==> src/rtl/sihd_ram.sv <==
// Generic single-port-write, one-read synchronous RAM.
module sihd_ram #(
  parameter int unsigned Depth = 16,
  parameter int unsigned Width = 8
) (
  input  logic                     clk_i,
  input  logic                     we_i,
  input  logic [$clog2(Depth)-1:0] waddr_i,
  input  logic [Width-1:0]         wdata_i,
  input  logic [$clog2(Depth)-1:0] raddr_i,
  output logic [Width-1:0]         rdata_o
);
  logic [Width-1:0] mem [Depth];
  always_ff @(posedge clk_i) begin
    if (we_i) mem[waddr_i] <= wdata_i;
    rdata_o <= mem[raddr_i];
  end
endmodule

==> config.mk <==
export PLATFORM = sky130hd
export DESIGN_NAME = sihd_ram
export DESIGN_NICKNAME = d
export VERILOG_FILES = /design/src/rtl/sihd_ram.sv
export SDC_FILE = /design/constraint.sdc
export NUM_CORES = 1
export LEC_CHECK = 0
export ABC_AREA = 1
export BUFFER_PORTS_ARGS = -buffer_cell sky130_fd_sc_hd__clkbuf_2
export CORE_ASPECT_RATIO = 0.5
export CORE_MARGIN = 2
export CORE_UTILIZATION = 50
export CTS_CLUSTER_SIZE = 8
export DETAILED_ROUTE_END_ITERATION = 8
export GPL_TIMING_DRIVEN = 0
export HOLD_SLACK_MARGIN = 0.12
export PLACE_DENSITY = 0.71
export SYNTH_ARGS = -nofsm -noshare
export SYNTH_HDL_FRONTEND = slang
export SYNTH_SLANG_ARGS = --single-unit
==> constraint.sdc <==
create_clock -name clk_i -period 1.44 [get_ports clk_i]
set_clock_uncertainty 0.05 [all_clocks]
set_input_delay 0.144 -clock clk_i [delete_from_list [all_inputs] [get_ports clk_i]]
set_output_delay 0.144 -clock clk_i [all_outputs]
set_load 0.05 [all_outputs]
==> results by group, run 1 <==
Final layout
  – Fillers: 897
  – Fin area: around 0.0066 sq mm
  – N_diodes: 0
  – Post-Layout Cell Count: 749
  – Layout area overhead: 14.5%
  – Share of cells above drive strength 1: 12.1%
  – Layout Nets: 610

Clock network
  – Number of setup buffers added after CTS: 0
  – Worst-path clk slew: 50 ps
  – Resized cells post-CTS: 0
  – Worst-Skew Late Latency: 420 ps
  – CTS Root Cell: clkbuf_16
  – CTS sink cnt: 136
  – TritonCTS buffer count: 17
  – Post-CTS Hold Buffers: 0
  – Max Root-Sink Buffers: 2
  – # H-tree levels: 4
  – CTS tree: done

Worst setup path
  – Worst r2r src: mem[8][3]
  – CP Capture Type: output port
  – Critical path cell sequence: clkbuf_2
  – Critical path arrival: ~1000 ps
  – Worst EP required: 1250 ps
  – R2R cell count: 6
  – Reg-to-reg endpoint: rdata_o[3]
  – CP Buf/Inv Count: 1
  – Slowest CP cell: dfxtp_1
  – CP peak stage delay: 320 ps
  – Critical path class: reg -> out
  – FF-to-FF setup slack: about 320 ps
  – Crit start category: register
  – Crit Path Max Fanout: 1
  – CP top delay family: flip-flops

Power
  – Tot Pwr: approximately 0.0092 W
  – PD cells: 1390 mW/mm^2
  – Sequential Power Share: 48.5%
  – Power share of the clock group: 44.2%
  – Int Pwr: just over 0.007 W
  – Psw: 0.00208 W
  – VDD IR max: roughly 1.1 mV
  – Net Sw Frac: 22.7%
  – Combinational Power Share: 7.3%
  – Pleak: 2.88 nW

Synthesis
  – Syn_area_per_cell: 10.5 sq um
  – Number of synthesized flops with an enable pin: 128
  – Largest area contributor in the netlist: edfxtp_1
  – Seq cells post-synth: 136
  – Synth Cell Area: 0.00577 sq mm
  – Most frequent cells after synthesis: nand2_1 (173), edfxtp_1 (128), inv_1 (100)
  – Seq/Total Area, Yosys: 69.4%
  – Multiplexer area fraction after synthesis: 0%
  – Top FF cell, synth: edfxtp_1
  – Top cell type's share of synthesized area: ~67%
  – Most frequent cell after synthesis: nand2_1
  – Synth Area in XOR/XNOR: 0%
  – Ys Warns: 0
  – Compound-Gate Fraction of Synth Area: 0%
  – Post-Syn Instances: ~550
  – Mapped Nets: 569
  – Synth unique cells: 12
  – Largest family of logic cells by synthesized area: simple AND/OR/NAND/NOR gates
  – Adder-Cell Fraction of Synth Area: 0%
  – Largest cells by area after synthesis: edfxtp_1 (67%), nand2_1 (11%), nand3_1 (8.4%), inv_1 (6.5%), dfxtp_1 (2.8%)
  – Simple-Gate Fraction of Synth Area: 21.0%
  – FFs w/ async S/R, synth: 0%

Route
  – Drt initial violations: 551
  – Routed WL: ~14 mm
  – Drc violations: 0
  – Routed vias/inst: approximately 5.4
  – Iteration count of the initial detailed-routing pass: 7
  – Avg WL per Cell: around 19 um
  – Post-route ant nets: 0
  – DR vias: approximately 4k

STA
  – Max_slew headroom: between 30% and 40%
  – Post-route minimum period: 1200 ps
  – Slew Viols, Final: 0
  – Fin crit share: 83.5%
  – Fmax: 832 MHz
  – Final hold violations: 0
  – Measured slew at the worst slew-check pin: 937 ps
  – Final setup fails: 0
  – RSZ-0062 raised after global routing: no

Placed design
  – GP Congestion: 0.907
  – Post-DP HPWL: 9.21 mm
  – Placement Cell Area: 0.00606 sq mm
  – Port bufs: 22
  – Dpl cells: 718

Status
  – Status: finished, final reports clean

Global route
  – Initial antenna violation count: 0
  – Largest net degree at the start of global routing: 17
  – Vias in the first global route: between 3k and 4k
  – First-pass GRT wire length: 21.2 mm
  – GRT overflow: 0
  – All-layer global routing usage: 24.3%

Die
  – Cell row count: 27
  – Initial Util: 51.9%
  – Core area: 0.0111 sq mm
  – # IOs: 26
  – Die area: 0.0125 sq mm
  – Die Span X: 156 um
  – Die Y: 79.9 um

Min path
  – Hold Crit Start: raddr_i[2]
  – Hold crit path type: in -> reg
  – Worst Hold Depth: 4
  – Hold worst-path end: rdata_o[3]

Run
  – # Max-Cap Violations: 0
[cells by family after synthesis]
family,count (synthesis)
buf+inv,126
flops,136
simple gates,289
[metrics by stage]
stage | TNS (ps) | hold WS (ps) | utilization (%) | worst slack (ps)
after floorplan | 0 | 193 | - | 295
after global placement | -8350 | 560 | 54.5 | -153
after detailed placement | -12010 | 563 | 54.5 | -163
after CTS | 0 | 129 | 59.4 | 224
after global routing | 0 | 169 | 59.4 | 187
final | 0 | 145 | 59.4 | 238
[layout make-up]
type                       count  area [sq um]  area share (%)
sequential                   136          4000            60.6
multi-input combinational    289          1210            18.4
clock buffer                  20           437            6.61
inverter                     102           383            5.80
tap                          145           181            2.75
buffer                        24           166            2.52
timing repair buffer          22           110            1.67
clock inverter                11           108            1.63
[power by group through the flow]
stage	clock, W	sequential, W	combinational [W]
after global placement	0	0.00453	0.000641
after CTS	0.00407	0.00445	0.000658
after floorplan	0	0.00462	0.000312
after detailed placement	0	0.00453	0.000651
after global routing	0.00424	0.00446	0.000723
final	0.00406	0.00445	0.000672
[flip-flops by register name, summed over array words and instances, names as in the netlist]
signal / count
mem: 128
rdata_o: 8
[worst max path at each step]
stage,startpoint,end,slack (ps),cells after the start
6_report,rdata_o[0],rdata_o[0],240,1
5_1_grt,waddr_i[2],mem[0][7],190,4
4_1_cts,rdata_o[0],rdata_o[0],220,1
3_5_place_dp,waddr_i[2],mem[9][0],-160,3
3_3_place_gp,waddr_i[2],mem[9][6],-150,3
2_1_floorplan,waddr_i[2],mem[10][0],300,2
[cell usage in the layout, fill, tap and decap left out, drive strengths merged]
master and n:
nand2 173, edfxtp 128, inv 102, nand3 97, clkbuf 42, buf 24, nor2 17, dfxtp 8
clkinv 7, nand3b 2, bufinv 2, clkinvlp 2
[routing by layer]
layer,part of all wire [%],track usage [%],up-vias
li1,-,-,1859
met1,40,31.4,1912
met2,46,38.5,227
met3,11,6.89,34
met4,2.6,11.5,0
met5,0,0,-
(Power assumes the default switching activity.)
==> inputs of run 2 (changes only) <==
Settings changed: PLACE_DENSITY 0.71 to 0.74.
Clock period 1.44 ns to 1 ns, I/O delays scaled along.
==> run 2 against run 1 <==
The run now ends with setup timing left. Sequential cell count is the same. Global-route usage grew 0.32 points. Combinational power grew 80%. Utilization grew 4.3 points. Via count grew 3.1%. Cell area grew 7.3%. Sequential share of layout area shrank 4.0 points. Routed wire length grew 5.1%. Worst setup slack lost 470 ps. Highest routed layer unchanged.
==> results by group, run 2 (synthesis gave the netlist of run 1 again) <==
Status
  – Status: finished with violations
  – Failing checks: setup timing

Worst setup path
  – R2R cell count: 6 (unchanged)
  – Worst EP required: 990 ps (-260 ps)
  – Critical path class: in -> reg
  – Crit Path Max Fanout: 8 (+7)
  – FF-to-FF setup slack: -80 ps (-400 ps)
  – Reg-to-reg endpoint: rdata_o[0]
  – Worst r2r src: mem[14][0]
  – Critical path arrival: 1220 ps (+210 ps)
  – CP Capture Type: register
  – Crit start category: input port

Final layout
  – Commonest non-fill, non-tap cell in the layout: nand2_1
  – Fin util: 63.7% (+4.3 points)
  – Fin area: 0.00708 sq mm (+7.3%)
  – Register bank with the most flops: mem
  – Most frequent cells in the layout: nand2_1 (161), edfxtp_1 (128), inv_1 (98), nand3_2 (56), nand3_1 (39)
  – Layout area overhead: 22.8%
  – N_diodes: 0 (unchanged)
  – Post-Layout Cell Count: 754 (+0.67%)
  – Max FFs per register: 128 (unchanged)
  – Share of cells above drive strength 1: 27.3% (+15 points)
  – Largest registers: mem: 128 flops, rdata_o: 8 flops
  – Layout Nets: 615 (+0.82%)

STA
  – Fin crit share: 123%
  – Final worst slack: -230 ps (-468 ps)
  – Final setup fails: 43 (+43)
  – Max_slew headroom: 32.4% (-4.9 points)
  – Final hold violations: 0 (unchanged)
  – Measured slew at the worst slew-check pin: 1010 ps (+73.2 ps)
  – RSZ-0062 raised after global routing: yes
  – Post-route minimum period: 1230 ps
  – Fmax: ~800 MHz
  – Slew Viols, Final: 0 (unchanged)

Global route
  – All-layer global routing usage: 24.6% (+0.32 points)
  – Largest net degree at the start of global routing: 17 (unchanged)
  – First-pass GRT wire length: 21.5 mm (+1.2%)
  – GRT overflow: 0 (unchanged)
  – Initial antenna violation count: 0 (unchanged)
  – Vias in the first global route: 3,944 (+2.9%)

Route
  – Metal3 WL: 1.56 mm (+3.9%)
  – DR WL met2: 7.09 mm (+8.9%)
  – DR top layer: met4
  – Drt initial violations: 495 (-10%)
  – Avg WL per Cell: 19.5 um (+4.4%)
  – Drc violations: 0 (unchanged)
  – DR vias: 4,156 (+3.1%)
  – Iteration count of the initial detailed-routing pass: 6 (-1)
  – Post-route ant nets: 0 (unchanged)
  – Metal-1 WL: 5.55 mm (-1.3%)
  – Routed WL: 14.7 mm (+5.1%)
  – Routed vias/inst: 5.51 (+2.4%)

Clock network
  – # H-tree levels: 4 (unchanged)
  – CTS Root Cell: clkbuf_16
  – CTS tree: done
  – CTS sink cnt: 136 (unchanged)
  – TritonCTS buffer count: 17 (unchanged)
  – Worst-path clk slew: 60 ps (about the same)
  – Worst-Skew Late Latency: 420 ps (about the same)
  – Max Root-Sink Buffers: 2 (unchanged)

Power
  – Tot Pwr: 0.0130 W (+42%)
  – Pleak: 3.03 nW (+5.4%)
  – Int Pwr: 0.00987 W (+39%)
  – VDD IR max: 1.22 mV (+14%)
  – Power share of the clock group: 41.3% (-2.9 points)
  – Sequential Power Share: 49.3% (+0.8 points)
  – Combinational Power Share: 9.3% (+2.0 points)
  – Psw: 0.00316 W (+52%)
  – PD cells: 1840 mW/mm^2 (+32%)
  – Net Sw Frac: 24.3% (+1.6 points)

Placed design
  – DP Worst Slack: -627 ps (-464 ps)
  – Dpl cells: 718 (unchanged)
  – Post-DP HPWL: 8.75 mm (-5.0%)
  – Placement Cell Area: 0.00607 sq mm (+0.25%)
  – GP Congestion: 0.894 (-1.5%)
  – Port bufs: 22 (unchanged)

Die
  – Initial Util: 51.9% (unchanged)
  – Die Y: 79.9 um (unchanged)
  – Die area: 0.0125 sq mm (unchanged)
  – Core area: 0.0111 sq mm (unchanged)
  – Cell row count: 27 (unchanged)
  – # IOs: 26 (unchanged)
  – Die Span X: 156 um (unchanged)

Min path
  – Hold Crit Start: raddr_i[2]
  – Worst Hold Depth: 4 (unchanged)
  – Hold worst-path end: rdata_o[5]
  – Hold crit path type: in -> reg

Run
  – # Max-Cap Violations: 0 (unchanged)
## run 2: power by group through the flow
| stage | sequential, W | clock (W) | combinational, W |
|---|---|---|---|
| finish | 0.00643 | 0.00539 | 0.00121 |
| global route | 0.00644 | 0.00559 | 0.00128 |
| CTS | 0.00642 | 0.00540 | 0.00108 |
| detailed placement | 0.00652 | 0 | 0.000941 |
| global placement | 0.00652 | 0 | 0.000922 |
| floorplan | 0.00665 | 0 | 0.000454 |
## run 2: layout make-up
type / instances / area, sq um
Buffer: 24 / 168
Clock buffer: 20 / 437
Multi-Input combinational cell: 289 / 1580
Tap cell: 145 / 181
Sequential cell: 136 / 4010
Clock inverter: 11 / 60.1
Inverter: 102 / 383
Timing Repair Buffer: 27 / 260
Fill cell: 782 / 4030
## run 2: repair_timing
item	in CTS	in global routing
gates resized for setup	51	62
endpoints found under the setup margin	96	64
pin swaps	13	32
setup buffers	0	0
cloned	0	0
hold endpoints to repair	54	5
hold buffers	4	2
## run 2: critical path, cell delays in order
cell and delay [ps]:
clkbuf_2 100, inv_1 70, nand2_1 140, nor2_1 800
## run 2: per-layer routing
metal | vias to the layer above | GRT usage (%)
met5 | - | 0
met2 | 264 | 40.4
met3 | 52 | 7.06
met1 | 1971 | 30.4
met4 | 0 | 12.3
li1 | 1869 | -
## run 2: metrics by stage
stage / setup TNS [ps] / hold slack [ps]
after CTS: -7830 / 129
final: -6360 / 65.5
after global placement: -54900 / 501
after detailed placement: -59800 / 497
after floorplan: -8040 / 149
after global routing: -8580 / 95.9
## run 2: worst max path at each step
stage	from	end	cells after the start
final	waddr_i[1]	mem[5][1]	4
after global routing	waddr_i[3]	mem[5][1]	3
after CTS	waddr_i[3]	mem[4][4]	3
after detailed placement	waddr_i[3]	mem[4][1]	3
after global placement	waddr_i[3]	mem[5][0]	3
after floorplan	waddr_i[2]	mem[10][0]	2
==> inputs of run 3 (changes only) <==
Settings changed: CTS_CLUSTER_DIAMETER set to 50, HOLD_SLACK_MARGIN 0.12 to 0.05, RECOVER_POWER set to 100.
==> run 3 against run 2 <==
The flow still finishes with violations (setup timing). Final cell count fell by 0.66%. Worst hold slack lost 7.6 ps. Combinational power is essentially flat. Clock-buffer cell count unchanged. Global-route usage fell by 0.11 points. Routed wire length down 1.2%. Critical path type unchanged. Largest power group unchanged.
==> results by group, run 3 (synthesis gave the netlist of run 1 again) <==
Worst setup path
  – Critical path cell sequence: clkbuf_1 > inv_1 > nand2_1 > nor2_1
  – Crit start category: input port
  – Slowest CP cell: nor2_1
  – Crit Path Max Fanout: 8 (unchanged)
  – Worst EP required: 990 ps (about the same)
  – CP top delay family: simple AND/OR/NAND/NOR gates
  – CP peak stage delay: 840 ps (+40 ps)
  – CP Capture Type: register
  – Critical path arrival: 1260 ps (+40 ps)
  – Critical path class: in -> reg
  – CP Buf/Inv Count: 2 (unchanged)

Global route
  – First-pass GRT wire length: 21.4 mm (-0.39%)
  – Vias in the first global route: 3,924 (-0.51%)
  – Largest net degree at the start of global routing: 17 (unchanged)
  – Initial antenna violation count: 0 (unchanged)
  – All-layer global routing usage: 24.5% (-0.11 points)
  – GRT overflow: 0 (unchanged)

STA
  – RSZ-0062 raised after global routing: yes
  – Measured slew at the worst slew-check pin: 1040 ps (+30.8 ps)
  – Fmax: 790 MHz (-2.9%)
  – Max_slew headroom: 30.3% (-2.1 points)
  – Final setup fails: 44 (+2.3%)
  – Final hold violations: 0 (unchanged)
  – Slew Viols, Final: 0 (unchanged)
  – Fin crit share: 127% (+3.7 points)
  – Post-route minimum period: 1270 ps (+36.8 ps)
  – Worst hold slack: 57.9 ps (-7.57 ps)
  – Final worst slack: -266 ps (-36.8 ps)

Route
  – Iteration count of the initial detailed-routing pass: 6 (unchanged)
  – Routed vias/inst: 5.53 (+0.30%)
  – Avg WL per Cell: 19.4 um (-0.50%)
  – DR vias: 4,141 (-0.36%)
  – Post-route ant nets: 0 (unchanged)
  – Routed WL: 14.6 mm (-1.2%)
  – Drc violations: 0 (unchanged)
  – Drt initial violations: 428 (-14%)

Power
  – PD cells: 1850 mW/mm^2 (+0.66%)
  – Tot Pwr: 0.0130 W (-0.34%)
  – Pleak: 2.98 nW (-1.8%)
  – VDD IR max: 1.22 mV (about the same)

Final layout
  – Share of cells above drive strength 1: 25.7% (-1.6 points)
  – Max FFs per register: 128 (unchanged)
  – Largest registers: mem: 128 flops, rdata_o: 8 flops
  – Layout area overhead: 21.6%
  – Layout Nets: 610 (-0.81%)
  – Post-Layout Cell Count: 749 (-0.66%)
  – Area of the multi-input gates: 0.00157 sq mm (-0.47%)
  – N_diodes: 0 (unchanged)
  – Fin area: 0.00701 sq mm (-0.99%)
  – Commonest non-fill, non-tap cell in the layout: nand2_1
  – Fillers: 796 (+1.8%)
  – Register bank with the most flops: mem
  – FF/Latch Area: 0.00401 sq mm (unchanged)
  – Most frequent cells in the layout: nand2_1 (160), edfxtp_1 (128), inv_1 (98), nand3_2 (54), nand3_1 (41)

Clock network
  – CTS Root Cell: clkbuf_16
  – Worst-Skew Late Latency: 430 ps (about the same)
  – # H-tree levels: 4 (unchanged)
  – CTS tree: done
  – Number of setup buffers added after CTS: 0 (unchanged)
  – TritonCTS buffer count: 17 (unchanged)
  – Max Root-Sink Buffers: 2 (unchanged)
  – Worst-path clk slew: 50 ps (about the same)
  – CTS sink cnt: 136 (unchanged)
  – Post-CTS Hold Buffers: 0 (-4)

Die
  – Die Span X: 156 um (unchanged)
  – Cell row count: 27 (unchanged)
  – Die area: 0.0125 sq mm (unchanged)
  – Die Y: 79.9 um (unchanged)
  – Core area: 0.0111 sq mm (unchanged)
  – # IOs: 26 (unchanged)
  – Initial Util: 51.9% (unchanged)

Placed design
  – DP Worst Slack: -627 ps (unchanged)
  – GP Congestion: 0.894 (unchanged)
  – Port bufs: 22 (unchanged)
  – Placement Cell Area: 0.00607 sq mm (unchanged)
  – Post-DP HPWL: 8.75 mm (unchanged)
  – Dpl cells: 718 (unchanged)

Status
  – Status: finished with violations
  – Failing checks: setup timing

Run
  – # Max-Cap Violations: 0 (unchanged)

Min path
  – Hold crit path type: in -> reg
-- run 3: changes by cell type in the layout (fill, tap and decap cells not counted), moves of 2 or more --
| cell | previous run | this run |
|---|---|---|
| nand3_1 | 39 | 41 |
| nand3_2 | 56 | 54 |
| clkbuf_2 | 15 | 5 |
| clkbuf_1 | 3 | 13 |
| dlygate4sd3_1 | 5 | 0 |
-- run 3: power by group --
part	leakage, nW	internal, W	switching, W	total (W)
Combinational	1.52	0.000373	0.000812	0.00118
Clock	0.240	0.00309	0.00228	0.00537
Sequential	1.22	0.00639	0.0000471	0.00643
Total	2.98	0.00985	0.00314	0.0130
-- run 3: worst min-delay path, cell delays in order --
cell,delay [ps]
buf_2,170
nand3_2,100
nand3_2,70
nand2_2,60
-- run 3: layout make-up --
type	count	area share [%]
well taps	145	2.59
plain buffers	24	2.39
repair buffers	22	2.82
multi-input cells	289	22.4
flip-flops and latches	136	57.2
clock inverters	11	0.857
clock buffers	20	6.23
inverters	102	5.46
-- run 3: through the flow --
stage / TNS, ps / util [%]
6_report: -6660 / 63.1
5_1_grt: -8580 / 63.1
4_1_cts: -7820 / 61.1
3_5_place_dp: -59800 / 54.6
3_3_place_gp: -54900 / 54.6
2_1_floorplan: -8040 / -
-- run 3: repair_timing --
item	4_1_cts	5_1_grt
gates resized for setup	51	61
hold endpoints to repair	0	0
pin swaps	13	31
endpoints found under the setup margin	96	64
-- run 3: final timing paths --
kind              startpoint          to  slack (ps)  depth (start not counted)
hold / removal    raddr_i[2]  rdata_o[5]          60                          4
setup / recovery  waddr_i[1]   mem[5][1]        -270                          4
setup reg to reg  mem[14][0]  rdata_o[0]         -90                          6
hold reg to reg    mem[2][0]  rdata_o[0]         640                          6
-- run 3: routing by layer --
layer	up-vias	routed length (um)	track usage, %
met5	-	0	0
li1	1861	-	-
met4	0	460	12.3
met2	269	6990	40.2
met1	1965	5480	30.2
met3	46	1630	7.06
